==> src/hdl/pli_pkg.sv <==
package pli_pkg;

  // Sequencer of the multiply-divide unit
  typedef enum logic [2:0] {
    MD_IDLE,
    MD_PREP,
    MD_MUL,
    MD_CHK,
    MD_DIV,
    MD_SGN,
    MD_SUM
  } md_state_t;

  // Result status codes
  localparam logic [1:0] ST_OK    = 2'd0;
  localparam logic [1:0] ST_RANGE = 2'd1;
  localparam logic [1:0] ST_DEGEN = 2'd2;

  // Input operation codes
  localparam logic OP_WRITE = 1'b0;
  localparam logic OP_QUERY = 1'b1;

  // Multiplier operand slice per cycle
  localparam int MUL_CHUNK = 16;

  // Flags that travel with a query token along the cell chain
  typedef struct packed {
    logic valid;
    logic found;
    logic oor;
  } srch_flags_t;

  // Per-cell role within the nodes in use
  typedef struct packed {
    logic first;
    logic last;
    logic active;
  } cell_ctl_t;

endpackage

==> src/hdl/pli_cell.sv <==
module pli_cell #(
  parameter int VALUE_WIDTH = 32
) (
  input  logic                          clk,
  input  logic                          rst,
  input  logic                          wr_en,
  input  logic signed [VALUE_WIDTH-1:0] wr_x,
  input  logic signed [VALUE_WIDTH-1:0] wr_y,
  input  pli_pkg::cell_ctl_t            ctl,
  input  pli_pkg::srch_flags_t          flags_in,
  input  logic signed [VALUE_WIDTH-1:0] q_in,
  input  logic signed [VALUE_WIDTH-1:0] px_in,
  input  logic signed [VALUE_WIDTH-1:0] py_in,
  input  logic signed [VALUE_WIDTH-1:0] x1_in,
  input  logic signed [VALUE_WIDTH-1:0] y1_in,
  input  logic signed [VALUE_WIDTH-1:0] x2_in,
  input  logic signed [VALUE_WIDTH-1:0] y2_in,
  output pli_pkg::srch_flags_t          flags_out,
  output logic signed [VALUE_WIDTH-1:0] q_out,
  output logic signed [VALUE_WIDTH-1:0] px_out,
  output logic signed [VALUE_WIDTH-1:0] py_out,
  output logic signed [VALUE_WIDTH-1:0] x1_out,
  output logic signed [VALUE_WIDTH-1:0] y1_out,
  output logic signed [VALUE_WIDTH-1:0] x2_out,
  output logic signed [VALUE_WIDTH-1:0] y2_out
);

  logic signed [VALUE_WIDTH-1:0] node_x;
  logic signed [VALUE_WIDTH-1:0] node_y;
  pli_pkg::srch_flags_t          flags_next;
  logic signed [VALUE_WIDTH-1:0] x1_next;
  logic signed [VALUE_WIDTH-1:0] y1_next;
  logic signed [VALUE_WIDTH-1:0] x2_next;
  logic signed [VALUE_WIDTH-1:0] y2_next;

  always_ff @(posedge clk) begin
    if (wr_en) begin
      node_x <= wr_x;
      node_y <= wr_y;
    end
  end

  // First cell opens the range check; later cells close the first interval
  // whose upper node is not below the query; the last cell in use closes one if none has.
  always_comb begin
    flags_next = flags_in;
    x1_next    = x1_in;
    y1_next    = y1_in;
    x2_next    = x2_in;
    y2_next    = y2_in;
    if (ctl.first) begin
      flags_next.found = 1'b0;
      flags_next.oor   = (q_in < node_x);
    end else if (ctl.active && !flags_in.found && ((q_in <= node_x) || ctl.last)) begin
      flags_next.found = 1'b1;
      x1_next          = px_in;
      y1_next          = py_in;
      x2_next          = node_x;
      y2_next          = node_y;
    end
    if (ctl.active && ctl.last) begin
      flags_next.oor = flags_next.oor | (q_in > node_x);
    end
  end

  always_ff @(posedge clk) begin
    if (rst) begin
      flags_out.valid <= 1'b0;
    end else begin
      flags_out <= flags_next;
    end
  end

  always_ff @(posedge clk) begin
    q_out  <= q_in;
    px_out <= node_x;
    py_out <= node_y;
    x1_out <= x1_next;
    y1_out <= y1_next;
    x2_out <= x2_next;
    y2_out <= y2_next;
  end

endmodule

==> config.mk <==
export PLATFORM = sky130hd
export DESIGN_NAME = pli_cell
export DESIGN_NICKNAME = d
export VERILOG_FILES = /design/src/hdl/pli_pkg.sv /design/src/hdl/pli_cell.sv
export SDC_FILE = /design/constraint.sdc
export NUM_CORES = 1
export LEC_CHECK = 0
export BUFFER_PORTS_ARGS = -buffer_cell sky130_fd_sc_hd__buf_2
export CAP_MARGIN = 20
export CORE_AREA = 4 4 199 201
export CTS_CLUSTER_SIZE = 24
export DETAILED_ROUTE_END_ITERATION = 10
export DIE_AREA = 0 0 203 205
export PLACE_DENSITY = 0.61
export SYNTH_ARGS = -nofsm -noshare
export SYNTH_HDL_FRONTEND = slang
export SYNTH_SLANG_ARGS = --single-unit
==> constraint.sdc <==
create_clock -name clk -period 2.9 [get_ports clk]
set_clock_uncertainty 0.1 [all_clocks]
set_input_delay 0.145 -clock clk [delete_from_list [all_inputs] [get_ports clk]]
set_output_delay 0.145 -clock clk [all_outputs]
set_load 0.02 [all_outputs]
After elaboration in Yosys (flattened, before gate mapping):

Cells that the tools add are included.

* flip-flop bits (word level): 291
* output and inout bits: 227

* magnitude comparators: 3
* mux-type cells: 11
* bitwise logic cells: 1
* reduce and logical (&&, ||, !) cells: 5

Operators with widths (number)
* $mux 32: 8
* $gt 32x32->1: 1
* $le 32x32->1: 1
* $lt 32x32->1: 1
* $logic_and 1x1->1: 3
* $mux 1: 3
* $logic_not 1->1: 1
* $logic_or 1x1->1: 1
* $or 1x1->1: 1

Longest topological paths before layout:

* depth after elaboration: 5
* depth in mapped cells: 11
* mapped depth without buffers: 9

Least setup slack after synthesis:

Ideal clock, no wire load.

* path type: flip-flop to flip-flop
* start: register node_x[9]
* end: register x1_out[0]
* arrival: 2.297 ns
* required time: 2.679 ns
* slack: 0.381 ns
* stages on the path, launching flop included: 12
* cells stage by stage: edfxtp_1 > inv_1 > ha_1 > and4_1 > nor4b_1 > a21boi_0 > o311ai_1 > nand4_1 > nand2_2 > buf_6 > buf_6 > mux2_4

* word-level cells in the longest chain between the ends: 5

Ends and longest elaborated chain
* start: declaration: RTL line pli_cell.sv:28 `logic signed [VALUE_WIDTH-1:0] node_x;`
* start signal: assignment: RTL line pli_cell.sv:38 `node_x <= wr_x;`
* $le 32x32->1: RTL line pli_cell.sv:54 `end else if (ctl.active && !flags_in.found && ((q_in <= node_x) || ctl.last)) begin`
* $logic_or 1x1->1: RTL line pli_cell.sv:54
* $logic_and 1x1->1: RTL line pli_cell.sv:54
* $mux 32: RTL line pli_cell.sv:54
* $mux 32: RTL line pli_cell.sv:51 `if (ctl.first) begin`
* net x1_next[0]: RTL line pli_cell.sv:31 `logic signed [VALUE_WIDTH-1:0] x1_next;`
* end signal: assignment: RTL line pli_cell.sv:78 `x1_out <= x1_next;`
* end: declaration: RTL line pli_cell.sv:22 `output logic signed [VALUE_WIDTH-1:0] x1_out,`

The timed path passes the listed nets, and every way through them passes these cells.
A chain may end at the register's enable or synchronous reset.

Worst setup path after layout:

* start: register node_x[31]
* end: register y1_out[15]

* word-level cells in the longest chain between the ends: 5

Ends and longest elaborated chain
* $le 32x32->1: RTL line pli_cell.sv:54
* $logic_or 1x1->1: RTL line pli_cell.sv:54
* $logic_and 1x1->1: RTL line pli_cell.sv:54
* $mux 32: RTL line pli_cell.sv:54
* $mux 32: RTL line pli_cell.sv:51
* net y1_next[15]: RTL line pli_cell.sv:32 `logic signed [VALUE_WIDTH-1:0] y1_next;`
* end signal: assignment: RTL line pli_cell.sv:79 `y1_out <= y1_next;`
* end: declaration: RTL line pli_cell.sv:23 `output logic signed [VALUE_WIDTH-1:0] y1_out,`

The timed path passes the listed nets, and every way through them passes these cells.

==> results.json <==
{
  "path_buf_inv": 4,
  "fin_setup_tns_ns": -0.0395,
  "critPathMaxStageDelay_ns": 0.44,
  "power_density_nw_per_um2": 594,
  "io_buffers": 523,
  "cp-start-kind": "register",
  "cts_buffer_depth": 3,
  "path_cells": "inv_2 -> ha_4 -> and4_4 -> a311oi_4 -> and3_4 -> nand4_1 -> buf_6 -> nand2_8 -> buf_12 -> clkbuf_16 -> mux2_4",
  "slowest_stage": "edfxtp_1",
  "clk_pin_slew_ns": 0.06,
  "critPathRequiredTime_ns": 3.25,
  "die_h_um": 205,
  "final_common_cell": "buf_2",
  "grt_usage": 0.168,
  "core_area_um2": 37600,
  "hold-worst-slack_ns": 0.148,
  "leakagePower_nw": 8.18,
  "path_delay_family": "buffers and inverters",
  "synth_edf_count": 66,
  "placed_cell_area_um2": 12800,
  "worstPathMaxFanout": 8,
  "dp_slack_ns": -0.371,
  "setup_violations": 8,
  "ant_nets": 0,
  "post-route-util": 0.464,
  "drive_gt1_frac": 0.514,
  "synthArstFlopShare": 0,
  "fin_area_um2": 17500,
  "rrSetupSlack_ns": -0.01,
  "post-dp-hpwl_mm": 25.1,
  "postLayoutSetupSlackWorst_ns": -0.0113,
  "fin_crit_ns": 2.91,
  "nets": 1793,
  "synthFlopType": "dfxtp_1",
  "syn_area_um2": 9400,
  "syn_avg_cell_area_um2": 16.7,
  "area_growth_pct": 85.6,
  "grt_start_max_net_pins": 30,
  "finalHoldViolCount": 0,
  "start_util": 0.250,
  "peakVddDrop_v": 0.000586,
  "mostFrequentLayoutCells": "buf_2, dlygate4sd3_1, dfxtp_1",
  "worstSkewPairLatency_ns": 0.56,
  "wl_mm": 37.9,
  "num_io_pins": 524,
  "numCtsBuffers": 31,
  "num-fill-cells": 3231,
  "routed-via-count": 8110,
  "rsz0062_at_grt": "yes",
  "worstHoldPathType": "input pin to register",
  "fp-row-count": 71,
  "antenna_found_initial": 1,
  "fmax_mhz": 343,
  "slew_viol_final": 0,
  "tightest_slew_ns": 0.460,
  "drtIter0Drc": 286,
  "grt_pass1_wl_mm": 53.8,
  "clock-root-buffer": "clkbuf_16",
  "failed_checks": "setup timing",
  "crit_type": "register to register",
  "grt-ovfl-total": 0,
  "firstDrtPassIters": 4,
  "status": "finished with violations",
  "cp-end-kind": "register",
  "yosysUniqueCellTypes": 33,
  "wl_per_cell_um": 18.9,
  "grt_pass1_vias": 9026,
  "maxSlewHeadroom": 0.693,
  "drv_cap": 0,
  "clock_sinks": 291,
  "htree_levels": 1,
  "yosysWarnings": 0,
  "gp_congestion": 0.789,
  "synth_nets": 893,
  "synth_seq_cells": 291,
  "dieArea_um2": 41600,
  "syn_inst": 564,
  "die_width_um": 203,
  "post-route-period-util": 1.00,
  "drc": 0,
  "yosysSeqAreaShare": 0.690,
  "cts_tree": "built",
  "cp.arrival_ns": 3.26,
  "drt-vias-per-instance": 4.05
}
cell usage after synthesis, drive strengths merged, types with 2 or more instances:
library cell | instances | share of area
edfxtp | 66 | 0.21
mux2 | 128 | 0.20
a21oi | 13 | 0.0069
o21ai | 5 | 0.0027
and4 | 6 | 0.0056
nor3b | 2 | 0.0016
dfxtp | 225 | 0.48
nand2 | 12 | 0.0051
nand4 | 3 | 0.0020
o31ai | 2 | 0.0016
and3 | 2 | 0.0013
nand3 | 3 | 0.0016
a31oi | 2 | 0.0013
buf | 14 | 0.016
nor2b | 2 | 0.0013
inv | 35 | 0.014
ha | 32 | 0.043
a21boi | 2 | 0.0016
final cells by class:
class,count,area [um2],area share
diodes,1,2.50,0.000143
clock buffers,45,870,0.0498
clock inverters,13,124,0.00710
inverters,35,131,0.00753
multi-input cells,225,2780,0.159
flip-flops and latches,291,6490,0.372
well taps,511,639,0.0366
repair buffers,880,6420,0.368
layer usage:
| metal | part of all wire | wire (um) | global-route usage | vias up |
|---|---|---|---|---|
| met4 | 0.036 | 1380 | 0.0565 | 0 |
| met1 | 0.38 | 14500 | 0.188 | 3846 |
| met5 | 0 | 0 | 0 | - |
| met3 | 0.074 | 2790 | 0.0488 | 81 |
| met2 | 0.51 | 19200 | 0.306 | 388 |
| li1 | - | - | - | 3795 |
final timing paths:
check                        from                 end  cells past startpoint
max          node_x[31]$_DFFE_PP_  y1_out[15]$_DFF_P_                     11
min                      q_in[20]   q_out[20]$_DFF_P_                      2
max reg2reg  node_x[31]$_DFFE_PP_  y1_out[15]$_DFF_P_                     11
min reg2reg  node_y[12]$_DFFE_PP_  py_out[12]$_DFF_P_                      0
cell families (layout without fill, tap and decap cells):
logic type,Yosys count,count (layout),share of synthesized area
adder cells (fa/ha/maj),32,32,0.0426
AO/OA/AOI/OAI,29,29,0.0185
other,0,1,0
flip-flops,291,291,0.690
AND/OR/NAND/NOR,35,36,0.0224
multiplexers,128,128,0.197
buffers and inverters,49,973,0.0301
worst register-to-register path: cells and delay by family, from the launching register on:
family          cells  cell delay, ns
flops               1            0.44
compound gates      1            0.39
fa+ha+maj           1            0.22
simple gates        4            0.65
buf+inv             4            0.69
mux                 1            0.30
flip-flops by register name, indices dropped and copies added (netlist names):
register / count
flags_out: 3
node_x: 32
node_y: 32
px_out: 32
py_out: 32
q_out: 32
x1_out: 32
x2_out: 32
y1_out: 32
y2_out: 32
repair_timing:
action | CTS | global route
gates resized for setup | 29 | 17
gates cloned | 7 | 6
setup buffers | 9 | 2
setup endpoints to repair | 130 | 128
pin swaps | 8 | 7
endpoints found under the hold margin | 256 | 0
hold buffers | 297 | 0
stage by stage:
stage	cells	power, mW
2_1_floorplan	564	5.40
3_3_place_gp	1621	6.07
3_5_place_dp	1621	6.09
4_1_cts	1992	10.4
5_1_grt	2001	10.8
6_report	2001	10.4
report_power, final:
group / switching (mW) / internal [mW] / leakage [nW]
clock: 1.61 / 2.25 / 0.478
combinational: 0.894 / 0.990 / 5.16
sequential: 0.124 / 4.48 / 2.54
Note: power is estimated with default switching activity, not from simulation.
