===== src/hdl/pli_pkg.sv =====
package pli_pkg;

  // Sequencer of the multiply-divide unit
  typedef enum logic [2:0] {
    MD_IDLE,
    MD_PREP,
    MD_MUL,
    MD_CHK,
    MD_DIV,
    MD_SGN,
    MD_SUM
  } md_state_t;

  // Result status codes
  localparam logic [1:0] ST_OK    = 2'd0;
  localparam logic [1:0] ST_RANGE = 2'd1;
  localparam logic [1:0] ST_DEGEN = 2'd2;

  // Input operation codes
  localparam logic OP_WRITE = 1'b0;
  localparam logic OP_QUERY = 1'b1;

  // Multiplier operand slice per cycle
  localparam int MUL_CHUNK = 16;

  // Flags that travel with a query token along the cell chain
  typedef struct packed {
    logic valid;
    logic found;
    logic oor;
  } srch_flags_t;

  // Per-cell role within the nodes in use
  typedef struct packed {
    logic first;
    logic last;
    logic active;
  } cell_ctl_t;

endpackage


===== src/hdl/pli_muldiv.sv =====
module pli_muldiv #(
  parameter int VALUE_WIDTH = 32
) (
  input  logic                          clk,
  input  logic                          rst,
  input  pli_pkg::srch_flags_t          flags,
  input  logic signed [VALUE_WIDTH-1:0] q,
  input  logic signed [VALUE_WIDTH-1:0] x1,
  input  logic signed [VALUE_WIDTH-1:0] y1,
  input  logic signed [VALUE_WIDTH-1:0] x2,
  input  logic signed [VALUE_WIDTH-1:0] y2,
  output logic                          done,
  output logic signed [VALUE_WIDTH-1:0] result_y,
  output logic [1:0]                    status
);

  localparam int VW     = VALUE_WIDTH;
  localparam int DW     = VW + 1;
  localparam int CW     = pli_pkg::MUL_CHUNK;
  localparam int NCH    = (DW + CW - 1) / CW;
  localparam int BW     = NCH * CW;
  localparam int PRW    = 2 * DW;
  localparam int QW     = VW + (VW % 2);
  localparam int HW     = PRW - QW;
  localparam int RW     = VW + 2;
  localparam int DSTEPS = QW / 2;
  localparam int MCW    = $clog2(NCH + 1);
  localparam int DCW    = $clog2(DSTEPS + 1);

  localparam logic [VW-1:0] LIM_POS = {1'b0, {(VW-1){1'b1}}};
  localparam logic [VW-1:0] LIM_NEG = {1'b1, {(VW-1){1'b0}}};

  pli_pkg::md_state_t state;
  pli_pkg::md_state_t state_next;

  logic signed [DW-1:0] dx;
  logic signed [DW-1:0] dy;
  logic signed [DW-1:0] dd;
  logic signed [VW-1:0] y1r;
  logic                 oor_r;
  logic [DW-1:0]        am;
  logic [DW-1:0]        dm;
  logic [BW-1:0]        bm_sh;
  logic                 neg;
  logic [PRW-1:0]       acc;
  logic [MCW-1:0]       mcnt;
  logic [RW-1:0]        rem;
  logic [QW-1:0]        lo;
  logic [QW-1:0]        quot;
  logic [DCW-1:0]       dcnt;
  logic                 sat;
  logic signed [DW-1:0] qs;

  logic [HW-1:0]        hi;
  logic [RW-1:0]        rem_next;
  logic [QW-1:0]        lo_next;
  logic [QW-1:0]        quot_next;
  logic [VW-1:0]        lim;
  logic [VW-1:0]        qm;
  logic signed [RW-1:0] sum;

  assign hi  = acc[PRW-1:QW];
  assign lim = neg ? LIM_NEG : LIM_POS;

  always_ff @(posedge clk) begin
    if (rst) begin
      state <= pli_pkg::MD_IDLE;
    end else begin
      state <= state_next;
    end
  end

  always_comb begin
    state_next = state;
    unique case (state)
      pli_pkg::MD_IDLE: if (flags.valid) state_next = pli_pkg::MD_PREP;
      pli_pkg::MD_PREP: begin
        if (oor_r || (dd == '0)) begin
          state_next = pli_pkg::MD_IDLE;
        end else begin
          state_next = pli_pkg::MD_MUL;
        end
      end
      pli_pkg::MD_MUL:  if (mcnt == '0) state_next = pli_pkg::MD_CHK;
      pli_pkg::MD_CHK:  state_next = pli_pkg::MD_DIV;
      pli_pkg::MD_DIV:  if (dcnt == '0) state_next = pli_pkg::MD_SGN;
      pli_pkg::MD_SGN:  state_next = pli_pkg::MD_SUM;
      pli_pkg::MD_SUM:  state_next = pli_pkg::MD_IDLE;
      default:          state_next = pli_pkg::MD_IDLE;
    endcase
  end

  // Two restoring division steps per cycle
  always_comb begin
    rem_next  = rem;
    lo_next   = lo;
    quot_next = quot;
    for (int s = 0; s < 2; s++) begin
      rem_next = {rem_next[RW-2:0], lo_next[QW-1]};
      lo_next  = lo_next << 1;
      if (rem_next >= RW'(dm)) begin
        rem_next  = rem_next - RW'(dm);
        quot_next = {quot_next[QW-2:0], 1'b1};
      end else begin
        quot_next = {quot_next[QW-2:0], 1'b0};
      end
    end
  end

  always_comb begin
    if (sat || (quot > QW'(lim))) begin
      qm = lim;
    end else begin
      qm = quot[VW-1:0];
    end
  end

  assign sum = RW'(y1r) + RW'(qs);

  always_ff @(posedge clk) begin
    if (rst) begin
      done <= 1'b0;
    end else begin
      done <= ((state == pli_pkg::MD_PREP) && (oor_r || (dd == '0)))
              || (state == pli_pkg::MD_SUM);
    end
  end

  always_ff @(posedge clk) begin
    case (state)
      pli_pkg::MD_IDLE: begin
        dx    <= DW'(q) - DW'(x1);
        dy    <= DW'(y2) - DW'(y1);
        dd    <= DW'(x2) - DW'(x1);
        y1r   <= y1;
        oor_r <= flags.oor;
      end
      pli_pkg::MD_PREP: begin
        am    <= dx[DW-1] ? DW'(-dx) : DW'(dx);
        bm_sh <= BW'(dy[DW-1] ? DW'(-dy) : DW'(dy));
        dm    <= dd[DW-1] ? DW'(-dd) : DW'(dd);
        neg   <= dx[DW-1] ^ dy[DW-1] ^ dd[DW-1];
        acc   <= '0;
        mcnt  <= MCW'(NCH - 1);
        if (oor_r) begin
          result_y <= '0;
          status   <= pli_pkg::ST_RANGE;
        end else if (dd == '0) begin
          result_y <= '0;
          status   <= pli_pkg::ST_DEGEN;
        end
      end
      pli_pkg::MD_MUL: begin
        // Most significant slice first, shift the partial sum up
        acc   <= (acc << CW) + (PRW'(am) * PRW'(bm_sh[BW-1 -: CW]));
        bm_sh <= bm_sh << CW;
        mcnt  <= mcnt - MCW'(1);
      end
      pli_pkg::MD_CHK: begin
        sat  <= (hi >= HW'(dm));
        rem  <= RW'(hi);
        lo   <= acc[QW-1:0];
        quot <= '0;
        dcnt <= DCW'(DSTEPS - 1);
      end
      pli_pkg::MD_DIV: begin
        rem  <= rem_next;
        lo   <= lo_next;
        quot <= quot_next;
        dcnt <= dcnt - DCW'(1);
      end
      pli_pkg::MD_SGN: begin
        qs <= neg ? -$signed({1'b0, qm}) : $signed({1'b0, qm});
      end
      pli_pkg::MD_SUM: begin
        if ((sum[RW-1:VW-1] == '0) || (sum[RW-1:VW-1] == '1)) begin
          result_y <= sum[VW-1:0];
        end else if (sum[RW-1]) begin
          result_y <= LIM_NEG;
        end else begin
          result_y <= LIM_POS;
        end
        status <= pli_pkg::ST_OK;
      end
      default: begin
        acc <= acc;
      end
    endcase
  end

endmodule


===== config.mk =====
export PLATFORM = sky130hd
export DESIGN_NAME = pli_muldiv
export DESIGN_NICKNAME = d
export VERILOG_FILES = /design/src/hdl/pli_pkg.sv /design/src/hdl/pli_muldiv.sv
export SDC_FILE = /design/constraint.sdc
export NUM_CORES = 2
export LEC_CHECK = 0
export BUFFER_PORTS_ARGS = -buffer_cell sky130_fd_sc_hd__buf_2
export CORE_MARGIN = 3
export CORE_UTILIZATION = 55
export DETAILED_ROUTE_END_ITERATION = 10
export GPL_TIMING_DRIVEN = 1
export PLACE_DENSITY = 0.72
export REMOVE_ABC_BUFFERS = 1
export SYNTH_ARGS = -nofsm -noshare
export SYNTH_HDL_FRONTEND = slang
export SYNTH_SLANG_ARGS = --single-unit

===== constraint.sdc =====
create_clock -name clk -period 22.5 [get_ports clk]
set_input_delay 1.125 -clock clk [delete_from_list [all_inputs] [get_ports clk]]
set_output_delay 1.125 -clock clk [all_outputs]
set_load 0.01 [all_outputs]

==> Word level (Yosys, flattened, before mapping) <==
Index checks and enable logic that the tools add are counted.
{ "op_classes": {"n_mul": 1, "bitwise": 2, "n_addsub": 13, "n_reduce_logical": 15, "n_eq_ne": 11, "magnitude_cmp": 4, "n_mux": 30} }
{ "op_table": {"columns": ["op", "count"], "rows": [
  ["2-to-1 mux 32 bit", 9],
  ["case mux 32 bit (2 select lines)", 3],
  ["case mux 66 bit (2 select lines)", 1],
  ["greater-or-equal comparator 34 x 33 -> 1 bit", 3],
  ["negation 33 bit", 3],
  ["subtractor 32 x 32 -> 33 bit", 3],
  ["case mux 48 bit (2 select lines)", 1],
  ["adder 66 x 49 -> 66 bit", 1],
  ["2-to-1 mux 33 bit", 2],
  ["case mux 33 bit (2 select lines)", 1],
  ["subtractor 33 bit", 2],
  ["multiplier 33 x 16 -> 49 bit", 1],
  ["2-to-1 mux 48 bit", 1],
  ["adder 32 x 33 -> 34 bit", 1],
  ["zero test 33 bit", 1],
  ["negation 32 -> 33 bit", 1],
  ["> comparator 32 bit", 1],
  ["case mux 3 bit (6 select lines)", 1],
  ["equality test 3 bit, second input constant", 4],
  ["case mux 5 bit (2 select lines)", 1],
  ["2-to-1 mux 3 bit", 3],
  ["case mux 2 bit (2 select lines)", 2],
  ["equality test 3 x 2 -> 1 bit, second input constant", 2],
  ["zero test 3 bit", 2],
  ["15 further kinds", 26]
]} }
{ "word_totals": {"register_bits": 489, "output_inout_bits": 35} }

==> Depth between registers and ports, before layout <==
{ "depth": {"depth_word": 6, "mapped_depth": 28, "depth_no_buf": 25} }

==> Worst setup path after synthesis <==
OpenSTA, ideal clock, no wires.
{ "synth_timing": {"path_kind": "register to register", "startpoint": "register state[1]", "endpoint": "register state[0]", "required_time_ps": 22371, "n_path_buf": 1, "path_stages_with_launch": 6, "arrival_ps": 10320, "slack_ps": 12052, "path_cell_list": "dfxtp_1 clkbuf_1 nor3_1 a21oi_1 o21ai_0 nor3_1"} }
{ "synth_via": {"elab_chain_len": 3, "word_cells_on_any_way": 11, "classes_between": "eq/ne: 8; mux: 1; reduce/logical: 2"} }
{ "synth_lines": {"columns": ["item", "line", "rtl"], "rows": [
  ["from (decl)", "pli_muldiv.sv:33", "pli_pkg::md_state_t state;"],
  ["from (signal assigned)", "pli_muldiv.sv:67", "state <= pli_pkg::MD_IDLE;"],
  ["from (signal assigned)", "pli_muldiv.sv:69", "state <= state_next;"],
  ["equality test 3 bit (tied with other cells)", "pli_muldiv.sv:75", "unique case (state)"],
  ["!= test 2 bit (no source line)", null, null],
  ["AND reduction 3 bit (no source line)", null, null]
]} }
Parallel ways exist; a longest one is shown, timed or not.
A chain may end at the register's enable or synchronous reset.

==> Worst setup path after layout <==
{ "layout_timing": {"startpoint": "register bm_sh[46]", "endpoint": "register acc[60] (data pin)"} }
{ "layout_via": {"elab_chain_len": 3} }
{ "layout_lines": {"columns": ["item", "line", "rtl"], "rows": [
  ["from (decl)", "pli_muldiv.sv:43", "logic [BW-1:0] bm_sh;"],
  ["from (signal assigned)", "pli_muldiv.sv:140", "bm_sh <= BW'(dy[DW-1] ? DW'(-dy) : DW'(dy));"],
  ["from (signal assigned)", "pli_muldiv.sv:156", "bm_sh <= bm_sh << CW;"],
  ["multiplier 33 x 16 -> 49 bit", "pli_muldiv.sv:155", "acc <= (acc << CW) + (PRW'(am) * PRW'(bm_sh[BW-1 -: CW]));"],
  ["adder 66 x 49 -> 66 bit", "pli_muldiv.sv:155", null],
  ["case mux 66 bit (2 select lines)", "pli_muldiv.sv:130", "case (state)"],
  ["to (signal assigned)", "pli_muldiv.sv:155", null],
  ["to (decl)", "pli_muldiv.sv:45", "logic [PRW-1:0] acc;"]
]} }
No other way between the ends.

==> flow_summary.rst <==
.. list-table::
   :header-rows: 1

   * - Metric
     - Value
   * - Number of hold buffers added after cts
     - 0
   * - Core area
     - just under 90000 um^2
   * - Maximum clock rate
     - approximately 0.12 GHz
   * - Setup repair after global routing missed its margin
     - no
   * - Post-CTS Setup Bufs
     - 0
   * - Highest fanout seen on the critical path
     - 23
   * - Largest net degree at the start of global routing
     - 86
   * - Depth of the CTS H-tree
     - 2
   * - Sum of net half-perimeters after detailed placement
     - 106000 um
   * - Final count of negative-setup-slack endpoints
     - 0
   * - Average routed wire per standard cell
     - approximately 21 um
   * - R2r endpoint
     - acc[60]
   * - Number of resized instances in the post-cts repair step
     - 0
   * - Slew at the pin with the worst max-slew slack
     - 1.05 ns
   * - Total via count after detailed routing
     - 38.6k
   * - Post-synth ARST share
     - 0
   * - Final RePlAce weighted congestion
     - a little under 1
   * - All-Layer GR Usage
     - 0.301
   * - Detailed-route vias per instance
     - 5.86
   * - Worst-Skew Late Latency
     - approximately 0.65 ns
   * - Largest area contributor in the synthesized netlist
     - edfxtp_1
   * - Worst setup path end
     - acc[60]
   * - Wire length reported by the detailed router
     - 140000 um
   * - Most frequent cells in the layout
     - 770 x inv_1, 638 x nand2_1, 485 x edfxtp_1
   * - First-pass GRT wire length
     - ~220000 um
   * - Total clock buffers created by CTS
     - 56
   * - Layout Area Growth over Synthesis
     - 8.27%
   * - Largest cells by area after synthesis
     - edfxtp_1 29%, fa_1 19%, ha_1 10%
   * - Mean instance size in the synthesized netlist
     - between 9 and 10 um^2
   * - Clock Path Buffers
     - 3
   * - Type of the tightest min-delay check
     - reg2reg
   * - EDFF count, synth
     - between 400 and 500
   * - TritonCTS clock tree
     - built
   * - Fraction of layout cells with a size suffix above 1
     - 0.0723
   * - CTS Root Buffer Type
     - clkbuf_16
   * - Final-layout setup total negative slack
     - 0 ns
   * - Number of hold-slack violations in the final timing report
     - 0
   * - Number of distinct library cell variants in the gate-level netlist after synthesis
     - 85
   * - Final layout net count
     - between 6k and 7k
   * - Crit start category
     - flop
   * - Post-Route Skew
     - 0.0480 ns
   * - Initial Utilization
     - 0.558
   * - Worst-path clk slew
     - roughly 0.070 ns
   * - Crit path DAT
     - around 8.8 ns
   * - Endpoint class of the critical path
     - flop
   * - # fillers
     - around 7.6k
   * - Post-synthesis sequential element count
     - ~490
   * - Full die area
     - 93800 um^2
   * - DIE WIDTH
     - 306 um
   * - Num ports
     - 200
   * - Mapped Cells
     - ~5.3k
   * - Reg2Reg Launch Point
     - bm_sh[46]
   * - Max-cap violations
     - 0
   * - Height of the die
     - 306 um
   * - Required time of the critical path
     - roughly 23 ns
   * - Residual DRC count
     - 0
   * - Number of pins exceeding their max-slew limit in the final report
     - 0
   * - Synthesized cell area
     - ~50000 um^2
   * - Outcome
     - finished, final reports clean
   * - Initial antenna violation count
     - 11
   * - R2r worst-path depth
     - 23
   * - Count of buffers from port buffering
     - slightly below 200
   * - Gr ovfl total
     - 0
   * - Proportion of synthesized chip area in sequential cells
     - 0.295
   * - Total number of placement rows
     - about 110
   * - Worst R2R Setup Slack
     - roughly 14 ns
   * - Max-slew headroom at the worst pin
     - 0.303
   * - Main flop type after synthesis
     - edfxtp_1
   * - Start point of the critical path
     - bm_sh[46]
   * - Worst min-delay path startpoint
     - lo[22]
   * - Final WS setup
     - 14.06 ns
   * - DRC marker count from the first detailed-route iteration
     - between 3k and 4k
   * - Worst Setup Slack post-DPL
     - around 14 ns
   * - First-pass detailed-route iteration total
     - 5
   * - Period utilisation layout
     - 0.375
   * - Final core utilization
     - 0.604
   * - Num Clock Sinks
     - between 400 and 500
   * - Final critical-path required period
     - 8.44 ns
   * - Number of global-route vias before repair
     - between 30k and 40k
   * - Yosys warning total
     - 0
   * - Most common cell after layout, fill and taps aside
     - inv_1
   * - Critical path type
     - reg2reg
   * - Top cell type's share of synthesized area
     - 0.294
   * - Post-DRT Antenna Nets
     - 0
==> metal layers <==
metal / vias to the layer above / global-route usage / wire, um / part of all wire
met5: - / 0 / 37 / 0.00027
met1: 18800 / 0.407 / 57300 / 0.41
met2: 1685 / 0.473 / 62500 / 0.45
li1: 17800 / - / - / -
met4: 6 / 0.118 / 5930 / 0.042
met3: 301 / 0.0690 / 13800 / 0.099
==> registers in the layout (all words and copies together), names as in the netlist, 2 cells and up <==
name	cells
bm_sh	48
rem	33
dx	33
lo	32
qs	33
dy	33
mcnt	2
dcnt	5
acc	66
quot	32
dd	33
dm	33
status	2
state	3
result_y	32
am	33
y1r	32
==> cell usage after synthesis, drive strengths merged (109+ instances only) <==
master,count
xnor2,192
a21oi,264
a21o,127
edfxtp,485
fa,471
o21ai,323
nor2,265
inv,772
ha,404
nand2,650
xor2,109
clkbuf,168
and2,257
==> critical path: stages, from the launching register on <==
cell      delay (ns)
edfxtp_1        0.66
buf_4           0.48
nand2_1         0.14
fa_1            0.51
fa_1            0.55
inv_1           0.06
fa_1            0.52
fa_1            0.52
fa_1            0.59
inv_1           0.07
fa_1            0.54
inv_1           0.04
ha_1            0.36
a21oi_1         0.15
o21ai_0         0.15
a211oi_1        0.24
o21ai_0         0.34
a41o_1          0.41
a21oi_1         0.27
a311oi_1        0.18
o21ai_0         0.75
a21boi_0        0.25
xnor2_1         0.27
nor2_1          0.07
==> cell families after synthesis <==
group / count (synthesis) / synth area share
adder cells (fa/ha/maj): 875 / 0.292
buffers and inverters: 954 / 0.0730
flip-flops: 489 / 0.295
AND/OR/NAND/NOR: 1567 / 0.151
XOR/XNOR: 301 / 0.0531
AO/OA/AOI/OAI: 1046 / 0.132
multiplexers: 19 / 0.00391
==> stage by stage <==
step / hold slack [ns] / cells / area (um^2)
after global placement: 0.493 / 6480 / 51800
after detailed placement: 0.503 / 6480 / 51800
after global routing: 0.526 / 6584 / 53700
after CTS: 0.495 / 6584 / 53700
after floorplan: 0.453 / 5069 / 48900
final: 0.500 / 6593 / 53700
==> worst min path at each step <==
stage	endpoint	depth (start not counted)	slack, ns
2_1_floorplan	am[0]	0	0.45
3_3_place_gp	lo[19]	2	0.49
3_5_place_dp	bm_sh[35]	2	0.50
4_1_cts	lo[24]	2	0.49
5_1_grt	lo[24]	2	0.53
6_report	lo[24]	2	0.50
==> cell type report <==
cell class / instances / area (um^2) / area share
multi-input combinational: 3808 / 31400 / 0.585
sequential: 489 / 14600 / 0.273
inverter: 772 / 2900 / 0.0540
clock buffer: 68 / 1470 / 0.0273
tap: 1165 / 1460 / 0.0271
timing repair buffer: 246 / 1350 / 0.0252
clock inverter: 36 / 430 / 0.00801
antenna: 9 / 22.5 / 0.000419
Power is not shown: default switching activity piles up to over one toggle a cycle in this logic, so the estimate is an artifact.
